--- config.mk ---
export PLATFORM = sky130hd
export DESIGN_NAME = multi_input_debounce_edge_events_top
export DESIGN_NICKNAME = d
export VERILOG_FILES = /design/src/design/mide_pkg.sv /design/src/design/mide_ctrl.sv /design/src/design/mide_dp.sv /design/src/design/multi_input_debounce_edge_events_top.sv
export SDC_FILE = /design/constraint.sdc
export NUM_CORES = 1
export LEC_CHECK = 0
export ABC_CLOCK_PERIOD_IN_PS = 5600
export BUFFER_PORTS_ARGS = -buffer_cell sky130_fd_sc_hd__buf_2
export CORE_AREA = 3 3 112 114
export DETAILED_ROUTE_END_ITERATION = 8
export DIE_AREA = 0 0 115 117
export GPL_TIMING_DRIVEN = 1
export REMOVE_ABC_BUFFERS = 1
export SYNTH_ARGS = -nofsm -noshare
export SYNTH_HDL_FRONTEND = slang
export SYNTH_SLANG_ARGS = --single-unit
--- constraint.sdc ---
create_clock -name i_clk -period 5.6 [get_ports i_clk]
set_input_delay 0 -clock i_clk [delete_from_list [all_inputs] [get_ports i_clk]]
set_output_delay 0 -clock i_clk [all_outputs]
set_load 0.05 [all_outputs]
--- src/design/mide_pkg.sv ---
`default_nettype none
// ----------------------------------------------------------------------------
// mide_pkg
// Shared types and constants for the multi-input debouncer with edge events.
// ----------------------------------------------------------------------------
package mide_pkg;

    localparam int unsigned LEVEL_BITS     = 16;
    localparam int unsigned NUM_INPUTS_DEF = 16;
    localparam int unsigned TICKS_W        = 10;
    localparam int unsigned INDEX_W        = 4;
    localparam logic [TICKS_W-1:0] SETTLE_RESET = 10'd20;

    localparam logic KIND_TICK   = 1'b0;
    localparam logic KIND_SAMPLE = 1'b1;

    typedef enum logic [1:0] {
        ST_IDLE,
        ST_SCAN,
        ST_EMIT
    } t_state;

    // controller -> datapath
    typedef struct packed {
        logic accept;    // take the input beat
        logic load_out;  // latch the event at the scan position
        logic advance;   // step the scan position
    } t_dp_cmd;

    // datapath -> controller
    typedef struct packed {
        logic has_events; // presented sample ends the settle phase with changes
        logic bit_set;    // scan position holds a pending change
        logic out_last;   // event on the output is the final one
    } t_dp_sts;

endpackage : mide_pkg
`default_nettype wire

--- src/design/mide_ctrl.sv ---
`default_nettype none
// ----------------------------------------------------------------------------
// mide_ctrl
// Sequencer: accepts beats while idle, walks the pending changes and hands
// each event to the output channel.
// ----------------------------------------------------------------------------
module mide_ctrl (
    input  wire               i_clk,
    input  wire               i_rst_n,
    input  wire               i_in_valid,
    output logic              o_in_stall,
    output logic              o_out_valid,
    input  wire               i_out_stall,
    input  wire mide_pkg::t_dp_sts i_sts,
    output mide_pkg::t_dp_cmd o_cmd
);
    import mide_pkg::*;

    t_state r_state;
    t_state n_state;

    always_ff @(posedge i_clk) begin
        if (!i_rst_n) begin
            r_state <= ST_IDLE;
        end else begin
            r_state <= n_state;
        end
    end

    always_comb begin
        n_state     = r_state;
        o_cmd       = '0;
        o_in_stall  = 1'b1;
        o_out_valid = 1'b0;
        unique case (r_state)
            ST_IDLE: begin
                o_in_stall = 1'b0;
                if (i_in_valid) begin
                    o_cmd.accept = 1'b1;
                    if (i_sts.has_events) begin
                        n_state = ST_SCAN;
                    end
                end
            end
            ST_SCAN: begin
                if (i_sts.bit_set) begin
                    o_cmd.load_out = 1'b1;
                    n_state        = ST_EMIT;
                end else begin
                    o_cmd.advance = 1'b1;
                end
            end
            ST_EMIT: begin
                o_out_valid = 1'b1;
                if (!i_out_stall) begin
                    n_state = i_sts.out_last ? ST_IDLE : ST_SCAN;
                end
            end
            default: begin
                n_state = ST_IDLE;
            end
        endcase
    end

endmodule : mide_ctrl
`default_nettype wire

--- src/design/mide_dp.sv ---
`default_nettype none
// ----------------------------------------------------------------------------
// mide_dp
// Datapath: settle timer, stored levels, pending-change vector, scan position
// and the output event register.
// ----------------------------------------------------------------------------
module mide_dp #(
    parameter int unsigned NUM_INPUTS = mide_pkg::NUM_INPUTS_DEF
) (
    input  wire                               i_clk,
    input  wire                               i_rst_n,
    input  wire                               i_cfg_we,
    input  wire [mide_pkg::TICKS_W-1:0]       i_cfg_data,
    input  wire                               i_kind,
    input  wire [mide_pkg::LEVEL_BITS-1:0]    i_pin_levels,
    input  wire mide_pkg::t_dp_cmd            i_cmd,
    output mide_pkg::t_dp_sts                 o_sts,
    output logic [mide_pkg::INDEX_W-1:0]      o_input_index,
    output logic                              o_rising,
    output logic                              o_last
);
    import mide_pkg::*;

    localparam int unsigned W     = (NUM_INPUTS > LEVEL_BITS) ? LEVEL_BITS : NUM_INPUTS;
    localparam int unsigned IDX_W = (W > 1) ? $clog2(W) : 1;

    logic [TICKS_W-1:0] r_settle_ticks;
    logic [TICKS_W-1:0] r_count;
    logic [W-1:0]       r_stored;
    logic [W-1:0]       r_pins;
    logic [W-1:0]       r_pend;
    logic [IDX_W-1:0]   r_idx;
    logic               r_primed;
    logic               r_settling;
    logic [IDX_W-1:0]   r_out_idx;
    logic               r_out_rising;
    logic               r_out_last;

    logic [W-1:0] pins;
    logic [W-1:0] changed;
    logic [W-1:0] pend_clr;
    logic         count_zero;

    assign pins       = i_pin_levels[W-1:0];
    assign changed    = pins ^ r_stored;
    assign count_zero = (r_count == '0);
    assign pend_clr   = r_pend & ~(W'(1) << r_idx);

    assign o_sts.has_events = (i_kind == KIND_SAMPLE) && r_primed && count_zero
                              && r_settling && (changed != '0);
    assign o_sts.bit_set    = r_pend[r_idx];
    assign o_sts.out_last   = r_out_last;

    assign o_input_index = INDEX_W'(r_out_idx);
    assign o_rising      = r_out_rising;
    assign o_last        = r_out_last;

    always_ff @(posedge i_clk) begin
        if (!i_rst_n) begin
            r_settle_ticks <= SETTLE_RESET;
        end else if (i_cfg_we) begin
            r_settle_ticks <= i_cfg_data;
        end
    end

    always_ff @(posedge i_clk) begin
        if (!i_rst_n) begin
            r_count    <= '0;
            r_stored   <= '0;
            r_primed   <= 1'b0;
            r_settling <= 1'b0;
            r_pend     <= '0;
            r_idx      <= '0;
        end else if (i_cmd.accept) begin
            if (i_kind == KIND_TICK) begin
                if (!count_zero) begin
                    r_count <= r_count - 1'b1;
                end
            end else if (!r_primed) begin
                r_stored <= pins;
                r_primed <= 1'b1;
            end else if (count_zero) begin
                if ((changed != '0) && !r_settling) begin
                    // start settling, keep the old levels
                    r_settling <= 1'b1;
                    r_count    <= r_settle_ticks;
                end else begin
                    r_stored   <= pins;
                    r_settling <= 1'b0;
                    if (r_settling) begin
                        r_pend <= changed;
                        r_idx  <= '0;
                    end
                end
            end
        end else if (i_cmd.load_out) begin
            r_pend <= pend_clr;
            r_idx  <= r_idx + 1'b1;
        end else if (i_cmd.advance) begin
            r_idx <= r_idx + 1'b1;
        end
    end

    // pins of the last accepted beat (the closing sample of a burst), source of the edge direction
    always_ff @(posedge i_clk) begin
        if (i_cmd.accept) begin
            r_pins <= pins;
        end
    end

    always_ff @(posedge i_clk) begin
        if (i_cmd.load_out) begin
            r_out_idx    <= r_idx;
            r_out_rising <= r_pins[r_idx];
            r_out_last   <= (pend_clr == '0);
        end
    end

endmodule : mide_dp
`default_nettype wire

--- src/design/multi_input_debounce_edge_events_top.sv ---
`default_nettype none
// ----------------------------------------------------------------------------
// multi_input_debounce_edge_events_top
// Debouncer for a group of inputs sharing one settle timer, with per-input
// edge events.
// ----------------------------------------------------------------------------
// Ticks and samples are taken one beat per cycle while no events are pending.
// The first sample after reset only loads the levels. A sample that differs
// from the stored levels starts the shared timer at settle_ticks; samples are
// ignored until that many ticks have passed. The next sample then stores the
// levels and, if any input still differs, emits one event per such input in
// ascending index order, the final one marked with last. During that burst
// the input is stalled: the scanner visits one input position per cycle up to
// the highest changed input, pausing at each event it hands out until the
// output takes it.
// settle_ticks may be written only while the block is idle.
// ----------------------------------------------------------------------------
module multi_input_debounce_edge_events_top #(
    parameter int unsigned NUM_INPUTS = mide_pkg::NUM_INPUTS_DEF
) (
    input  wire                               i_clk,
    input  wire                               i_rst_n,
    input  wire                               i_cfg_we,
    input  wire [mide_pkg::TICKS_W-1:0]       i_cfg_data,
    input  wire                               i_in_valid,
    output logic                              o_in_stall,
    input  wire                               i_kind,
    input  wire [mide_pkg::LEVEL_BITS-1:0]    i_pin_levels,
    output logic                              o_out_valid,
    input  wire                               i_out_stall,
    output logic [mide_pkg::INDEX_W-1:0]      o_input_index,
    output logic                              o_rising,
    output logic                              o_last
);
    import mide_pkg::*;

    t_dp_cmd cmd;
    t_dp_sts sts;

    mide_ctrl u_ctrl (
        .i_clk       (i_clk),
        .i_rst_n     (i_rst_n),
        .i_in_valid  (i_in_valid),
        .o_in_stall  (o_in_stall),
        .o_out_valid (o_out_valid),
        .i_out_stall (i_out_stall),
        .i_sts       (sts),
        .o_cmd       (cmd)
    );

    mide_dp #(
        .NUM_INPUTS (NUM_INPUTS)
    ) u_dp (
        .i_clk         (i_clk),
        .i_rst_n       (i_rst_n),
        .i_cfg_we      (i_cfg_we),
        .i_cfg_data    (i_cfg_data),
        .i_kind        (i_kind),
        .i_pin_levels  (i_pin_levels),
        .i_cmd         (cmd),
        .o_sts         (sts),
        .o_input_index (o_input_index),
        .o_rising      (o_rising),
        .o_last        (o_last)
    );

endmodule : multi_input_debounce_edge_events_top
`default_nettype wire

# After elaboration in Yosys (flattened, before gate mapping)
# Cells that the tools add are included.
# classes
add_sub_neg	2
order_cmp	1
eq_ne	17
shifts	1
mux	41
bitwise_logic	3
n_reduce_logical	19
# ops
cell	count
2-to-1 mux 16 bit	10
2-to-1 mux 10 bit	5
2-to-1 mux 4 bit	8
!= test 2 bit, second input constant	9
bitwise AND 16 bit	1
zero test 16 bit	1
inverter 16 bit	1
nonzero test 16 bit	1
<< shifter 1 x 4 -> 16 bit, first input constant	1
XOR 16 bit	1
AND reduction 4 bit	3
AND reduction 6 bit	2
zero test 10 bit	1
2-to-1 mux 1 bit	10
2-to-1 mux 2 bit	5
!= test 2 x 1 -> 1 bit, second input constant	5
subtractor 10 x 1 -> 10 bit, second input constant	1
binary-select mux 1 bit (select 4 bit)	2
case mux 2 bit (3 select lines)	1
logical AND 1 bit	5
< comparator 4 x 5 -> 1 bit, second input constant	1
AND reduction 5 bit	1
adder 4 x 1 -> 4 bit, second input constant	1
!= test 3 bit, second input constant	1
other kinds (7)	7
# word_totals
register_bits	82
in_bits	32
out_inout_bits	8
word_cells	96

# Longest topological paths before layout
# Gate-level depths: netlist of run 1.
# logic_depth
word_depth	8
depth_mapped	9
depth_no_buf	8

# By module
# From an unflattened synthesis of run 1, not the netlist that was laid out.
# hier_totals
cells_unflattened	417
area_unflattened_um2	4125.2
# modules_own_cells
module	instances	cells_each	area_each_um2	seq_area_each_um2
mide_dp	1	404	3990.1	1821.7
mide_ctrl	1	13	135.1	40.0

# Worst setup path after synthesis of run 1
# Ideal clock, no wire load.
# synth_path
path_kind	flip-flop to flip-flop
startpoint	register u_ctrl.r_state[1]
endpoint	register u_dp.r_stored[10]
setup_time_ns	0.128
arrival_ns	2.162
required_ns	5.472
slack_ns	3.310
path_stages_with_launch	10
n_path_buf	1
synth_period_minus_slack_ns	2.290
path_cell_list	dfxtp_1 -> nor2_1 -> nand2_1 -> inv_1 -> and2_1 -> o21ai_1 -> a31oi_4 -> buf_6 -> mux2i_1 -> nor2_1
# synth_rtl
item	line	rtl
start: declaration	mide_ctrl.sv:19	t_state r_state;
start signal: assignment	mide_ctrl.sv:26	r_state <= n_state;
end signal: assignment	mide_dp.sv:80	r_stored <= pins;
end signal: assignment	mide_dp.sv:88	r_stored <= pins;
end: declaration	mide_dp.sv:29	logic [W-1:0] r_stored;

==> run_results.csv, run 1 <==
group,metric,value,unit
run_status,status,"finished, final reports clean",
critical_path,cp-start-kind,"register",
final_layout,drive_gt1_share,14.8,%
pwr,leakagePower,1.94,nW
critical_path,critical_path.max_fanout,20,
logic_synthesis,synth_area_leaders,"dfxtp_1 30%, edfxtp_1 16%, mux2i_1 8.2%",
floorplan,num_rows,39,
cts,htree_levels,3,
global_routing,use_met3,2.88,%
final_layout,nets,502,
route,wl,9570,um
floorplan,core,11500,um2
critical_path,arrival,3130,ps
floorplan,initial_core_util,35.2,%
critical_path,required,5820,ps
floorplan,io_pins,40,
logic_synthesis,netlist_instances,403,
logic_synthesis,ys_seq_elements,82,
logic_synthesis,synth_warnings,0,
global_routing,grt_max_degree,43,
timing,rsz0062_at_grt,"no",
cts,cts_tree,"done",
critical_path,crit_type,"register to register",
route,drt_iter0_markers,195,
logic_synthesis,yosysSeqAreaShare,45.9,%
route,viasPerCell,5.30,
final_layout,stdcell_count,610,
logic_synthesis,synth_most_common_cell,"dfxtp_1",
timing,clock_skew,4.99,ps
cts,clock_path_buffers,2,
cts,cts_sinks,82,
timing,maxSlewViolCount,0,
timing,period_minus_slack,2910,ps
final_layout,final_cell_area,4930,um2
global_routing,track_usage,14.8,%
logic_synthesis,syn_avg_cell_area,10.1,um2
pwr,power_density,348,nW/um2
critical_path,r2r_slack,2690,ps
global_routing,grtUsageMet1,20.1,%
flow_run,drv_cap,0,
timing,slew-limit-headroom,46.9,%
global_routing,grt_pass1_wl,15500,um
floorplan,die_area,13500,um2
logic_synthesis,synth_top_cell_area_share,29.6,%
placement,port_buffers,39,
final_layout,n_fill_cell,1119,
global_routing,grt_pass1_vias,3143,
cts,clock_latency,340,ps
pwr,ir_drop,0.159,mV
logic_synthesis,synth_common_cells,"60 x dfxtp_1, 49 x nor2_1, 33 x mux2i_1, 27 x nand2_1, 22 x edfxtp_1",
floorplan,die_h,117,um
logic_synthesis,synth_largest_area_cell,"dfxtp_1",
cts,cts-root-buf,"clkbuf_16",
timing,tns,0,ps
final_layout,antenna_cells,0,
route,ant_nets,0,
timing,clock.fmax,343,MHz
global_routing,grt_busiest_layer,"met2",
placement,gp_congestion,0.924,
route,firstDrtPassIters,7,
logic_synthesis,ys_async_sr_fraction,0,%
floorplan,die_x,115,um
global_routing,grt.overflow.total,0,
logic_synthesis,yosysUniqueCellTypes,54,
critical_path,cp-end-kind,"register",
cts,clk_pin_slew,60,ps
final_layout,syn_to_final_growth,21.7,%
timing,worst_pin_slew,795,ps
cts,post-cts-setup-buffer-count,0,
timing,hold_ws,21.4,ps
logic_synthesis,synth-main-ff-cell,"dfxtp_1",
cts,cts_made_buffers,9,
timing,finalHoldViolations,0,
route,drc,0,
logic_synthesis,synthesis.area,4050,um2
global_routing,antenna_found_initial,0,
timing,min_period_over_period,52.0,%
placement,hpwl,6580,um
placement,dpl_cell_area,4340,um2
route,vias,3232,
route,wire_per_inst,15.7,um
min_path,hold_class,"input port to register",
global_routing,met2_usage,22.3,%
timing,finalSetupViolCount,0,
final_layout,fin_util,42.8,%
logic_synthesis,synth-edff-count,22,
placement,place_inst,565,
[sequential cells by signal, summed over array words and instances, names as in the netlist]
signal               flops
u_dp.r_pend             16
u_dp.r_pins             16
u_dp.r_stored           16
u_dp.r_count            10
u_dp.r_settle_ticks     10
u_dp.o_input_index       4
u_dp.r_idx               4
u_ctrl.r_state           2
u_dp.o_last              1
u_dp.o_rising            1
u_dp.r_primed            1
u_dp.r_settling          1
[per-layer routing]
metal	share of wire, %	vias to the layer above	wire, um
met5	0	-	0
met1	47	1516	4530
met2	44	107	4190
met4	2.6	0	250
li1	-	1590	-
met3	6.2	19	592
[critical path, cell delays in order (launching register included)]
cell and delay (ps):
dfxtp_1 340, nor2_1 330, nand2_1 180, inv_1 590
and2_1 250, o21ai_1 110, a31oi_4 630, mux2i_1 280
nor2_1 50
[worst paths after layout]
check | startpoint | end | depth (start not counted)
setup / recovery | u_ctrl.r_state[1] | u_dp.r_stored[14] | 8
hold / removal | i_rst_n | u_dp.r_count[7] | 2
setup reg to reg | u_ctrl.r_state[1] | u_dp.r_stored[14] | 8
hold reg to reg | u_dp.r_count[9] | u_dp.r_count[9] | 2
[cell type report]
type / instances / area (um2) / share of cell area, %
Clock buffer: 11 / 253 / 5.12
Clock inverter: 5 / 52.6 / 1.07
Inverter: 18 / 67.6 / 1.37
Multi-Input combinational cell: 281 / 2020 / 40.9
Sequential cell: 82 / 1860 / 37.7
Tap cell: 143 / 179 / 3.63
Timing Repair Buffer: 70 / 500 / 10.1
[layout by cell type (no fill, tap or decap), types with 4 or more instances in the layout]
master	n
dfxtp_1	60
nor2_1	49
buf_2	39
mux2i_1	33
dlygate4sd3_1	29
nand2_1	27
edfxtp_1	22
a21oi_1	21
xor2_1	18
inv_1	15
a32o_1	13
nand3_1	11
a31oi_1	9
clkbuf_16	9
ha_1	8
o21ai_0	7
nor4_1	7
nand2b_1	6
nand4_1	6
nor3_1	6
mux4_1	5
nor2b_1	4
and3_1	4
and2_1	4
[kinds of logic after synthesis]
logic type / count (synthesis) / share of synthesized area (%)
compound gates: 75 / 13.8
buf+inv: 40 / 4.23
flops: 82 / 45.9
simple gates: 138 / 16.7
xor+xnor: 20 / 4.32
mux: 40 / 12.5
fa+ha+maj: 8 / 2.47
[metrics by stage]
stage | power [mW] | setup WS (ps)
5_1_grt | 1.81 | 2430
2_1_floorplan | 1.01 | 3230
6_report | 1.72 | 2690
3_3_place_gp | 1.10 | 2750
3_5_place_dp | 1.11 | 2670
4_1_cts | 1.73 | 2670
[where the power goes]
group | total (mW) | switching, mW | internal (mW)
logic | 0.424 | 0.240 | 0.185
registers | 0.697 | 0.0403 | 0.657
clock network | 0.596 | 0.230 | 0.367
[what timing repair did]
| action | CTS | global route |
|---|---|---|
| hold buffers | 29 | 0 |
| endpoints found under the hold margin | 43 | 0 |
| resized for setup | 0 | 0 |
Note: power is estimated with default switching activity, not from simulation.
==> inputs of run 2 (changes only) <==
--- a/config.mk
+++ b/config.mk
@@ -5,11 +5,12 @@
 export SDC_FILE = /design/constraint.sdc
 export NUM_CORES = 1
 export LEC_CHECK = 0
-export ABC_CLOCK_PERIOD_IN_PS = 5600
+export ABC_AREA = 1
+export ABC_CLOCK_PERIOD_IN_PS = 2800
 export BUFFER_PORTS_ARGS = -buffer_cell sky130_fd_sc_hd__buf_2
-export CORE_AREA = 3 3 112 114
+export CORE_AREA = 3 3 121 123
 export DETAILED_ROUTE_END_ITERATION = 8
-export DIE_AREA = 0 0 115 117
+export DIE_AREA = 0 0 124 126
 export GPL_TIMING_DRIVEN = 1
 export REMOVE_ABC_BUFFERS = 1
 export SYNTH_ARGS = -nofsm -noshare
==> constraint.sdc (replaced) <==
create_clock -name i_clk -period 2.8 [get_ports i_clk]
set_input_delay 0 -clock i_clk [delete_from_list [all_inputs] [get_ports i_clk]]
set_output_delay 0 -clock i_clk [all_outputs]
set_load 0.05 [all_outputs]
==> run_results.csv, run 2 <==
group,metric,value,unit
global_routing,track_usage,16.0,%
cts,post_cts_resized,0,
logic_synthesis,synth-main-ff-cell,"dfxtp_1",
floorplan,die_h,126,um
logic_synthesis,synth_largest_area_cell,"dfxtp_1",
flow_run,drv_cap,0,
logic_synthesis,synth_area_leaders,"dfxtp_1 25%, nand2_1 15%, edfxtp_1 14%",
logic_synthesis,synth_common_cells,"193 x nand2_1, 102 x nor2_1, 81 x inv_1, 60 x dfxtp_1, 39 x nand3_1",
floorplan,core,13800,um2
cts,clock_latency,340,ps
critical_path,r2r_end,"u_dp.o_last",
cts,cts_made_buffers,9,
final_layout,fin_util,40.7,%
logic_synthesis,synth_top_cell_area_share,25.5,%
logic_synthesis,synth_warnings,0,
placement,port_buffers,39,
timing,rsz0062_at_grt,"no",
critical_path,critical_path.max_fanout,17,
critical_path,critical_path.endpoint,"u_dp.o_last",
final_layout,layout_commonest_cell,"nand2_1",
critical_path,reg2reg_from,"u_dp.r_idx[0]",
timing,worst_pin_slew,556,ps
placement,hpwl,8460,um
floorplan,die_area,15600,um2
cts,cts_tree,"done",
critical_path,required,2950,ps
min_path,hold_depth,3,
global_routing,grt_pass1_vias,3958,
global_routing,grt_pass1_wl,19600,um
pwr,power_density,688,nW/um2
logic_synthesis,synth_most_common_cell,"nand2_1",
logic_synthesis,netlist_instances,682,
timing,finalSetupViolCount,0,
placement,dpl_cell_area,5030,um2
route,drt_iter0_markers,201,
cts,htree_levels,3,
logic_synthesis,synth-edff-count,22,
run_status,status,"finished, final reports clean",
logic_synthesis,syn_avg_cell_area,6.91,um2
final_layout,final_cell_mix,"193 x nand2_1, 102 x nor2_1, 81 x inv_1",
min_path,hold_class,"input port to register",
floorplan,num_rows,43,
cts,post-cts-setup-buffer-count,0,
route,vias,4262,
cts,clk_pin_slew,60,ps
floorplan,die_x,124,um
cts,hold_buffers,28,
route,viasPerCell,4.61,
critical_path,r2r_slack,730,ps
route,ant_nets,0,
logic_synthesis,ys_async_sr_fraction,0,%
timing,min_period_over_period,74.0,%
pwr,ir_drop,0.286,mV
global_routing,grt.overflow.total,0,
placement,gp_congestion,0.896,
logic_synthesis,synthesis.area,4710,um2
final_layout,nets,780,
global_routing,antenna_found_initial,0,
logic_synthesis,yosysSeqAreaShare,39.5,%
timing,slew-limit-headroom,62.9,%
logic_synthesis,yosysUniqueCellTypes,44,
final_layout,antenna_cells,0,
final_layout,drive_gt1_share,12.6,%
final_layout,top_regs,"u_dp.r_pend x16, u_dp.r_pins x16, u_dp.r_stored x16",
cts,cts-root-buf,"clkbuf_16",
pwr,leakagePower,2.59,nW
route,firstDrtPassIters,5,
critical_path,r2r_cells,7,
critical_path,cp-start-kind,"register",
timing,tns,0,ps
cts,cts_sinks,82,
timing,maxSlewViolCount,0,
timing,period_minus_slack,2070,ps
logic_synthesis,ys_seq_elements,82,
timing,finalHoldViolations,0,
final_layout,syn_to_final_growth,18.9,%
floorplan,io_pins,40,
timing,clock.fmax,482,MHz
floorplan,initial_core_util,34.2,%
critical_path,cp-end-kind,"register",
global_routing,grt_max_degree,50,
final_layout,final_cell_area,5610,um2
critical_path,crit_type,"register to register",
cts,clock_path_buffers,2,
route,drc,0,
timing,clock_skew,7.06,ps
critical_path,arrival,2220,ps
route,wl,11800,um
critical_path,cp-startpoint,"u_dp.r_idx[0]",
route,wire_per_inst,12.8,um
run 2: area by class of cell:
type,count,area (um2)
Inverter,90,338
Clock inverter,5,53.8
Timing Repair Buffer,74,528
Clock buffer,11,243
Fill cell,1507,8170
Multi-Input combinational cell,483,2360
Tap cell,180,225
Sequential cell,82,1860
run 2: report_power, final:
part	switching (mW)	total, mW	internal (mW)
registers	0.0845	1.45	1.36
clock network	0.485	1.20	0.711
logic	0.791	1.22	0.428
total	1.36	3.86	2.50
run 2: logic make-up after synthesis:
group           count (synthesis)  synth area share (%)
xor+xnor                        4                 0.743
buf+inv                       117                  10.5
compound gates                 82                  9.69
mux                             3                 0.637
flops                          82                  39.5
fa+ha+maj                       8                  2.12
simple gates                  386                  36.8
run 2: worst min-delay path by stage:
stage / start / to / slack [ps]
2_1_floorplan: i_rst_n / u_dp.r_settle_ticks[2] / 80
6_report: i_cfg_we / u_dp.r_settle_ticks[2] / 7
4_1_cts: i_cfg_we / u_dp.r_settle_ticks[2] / 1
3_3_place_gp: i_pin_levels[3] / u_dp.r_pins[3] / 210
5_1_grt: i_cfg_we / u_dp.r_settle_ticks[2] / 30
3_5_place_dp: i_pin_levels[3] / u_dp.r_pins[3] / 210
run 2: per-layer routing:
metal,global-route usage [%],vias to the layer above,wire length (um)
met4,5.93,0,211
met2,23.8,61,5200
met1,23.0,1903,6030
met3,2.87,15,386
li1,-,2283,-
met5,0,-,0
run 2: metrics by stage:
| step | hold slack, ps | cells | worst slack (ps) | power (mW) |
|---|---|---|---|---|
| 6_report | 7.02 | 925 | 727 | 3.86 |
| 2_1_floorplan | 84.1 | 655 | 844 | 2.36 |
| 5_1_grt | 28.9 | 925 | 533 | 4.12 |
| 4_1_cts | 1.10 | 925 | 732 | 3.89 |
| 3_5_place_dp | 211 | 881 | 746 | 2.66 |
| 3_3_place_gp | 213 | 881 | 803 | 2.66 |
run 2: worst max-delay path, stage by stage, from the launching register on:
cell,delay [ps]
dfxtp_1,310
inv_1,360
ha_1,290
nand3_1,110
nand2_1,100
inv_1,40
or3_1,380
nor4_1,280
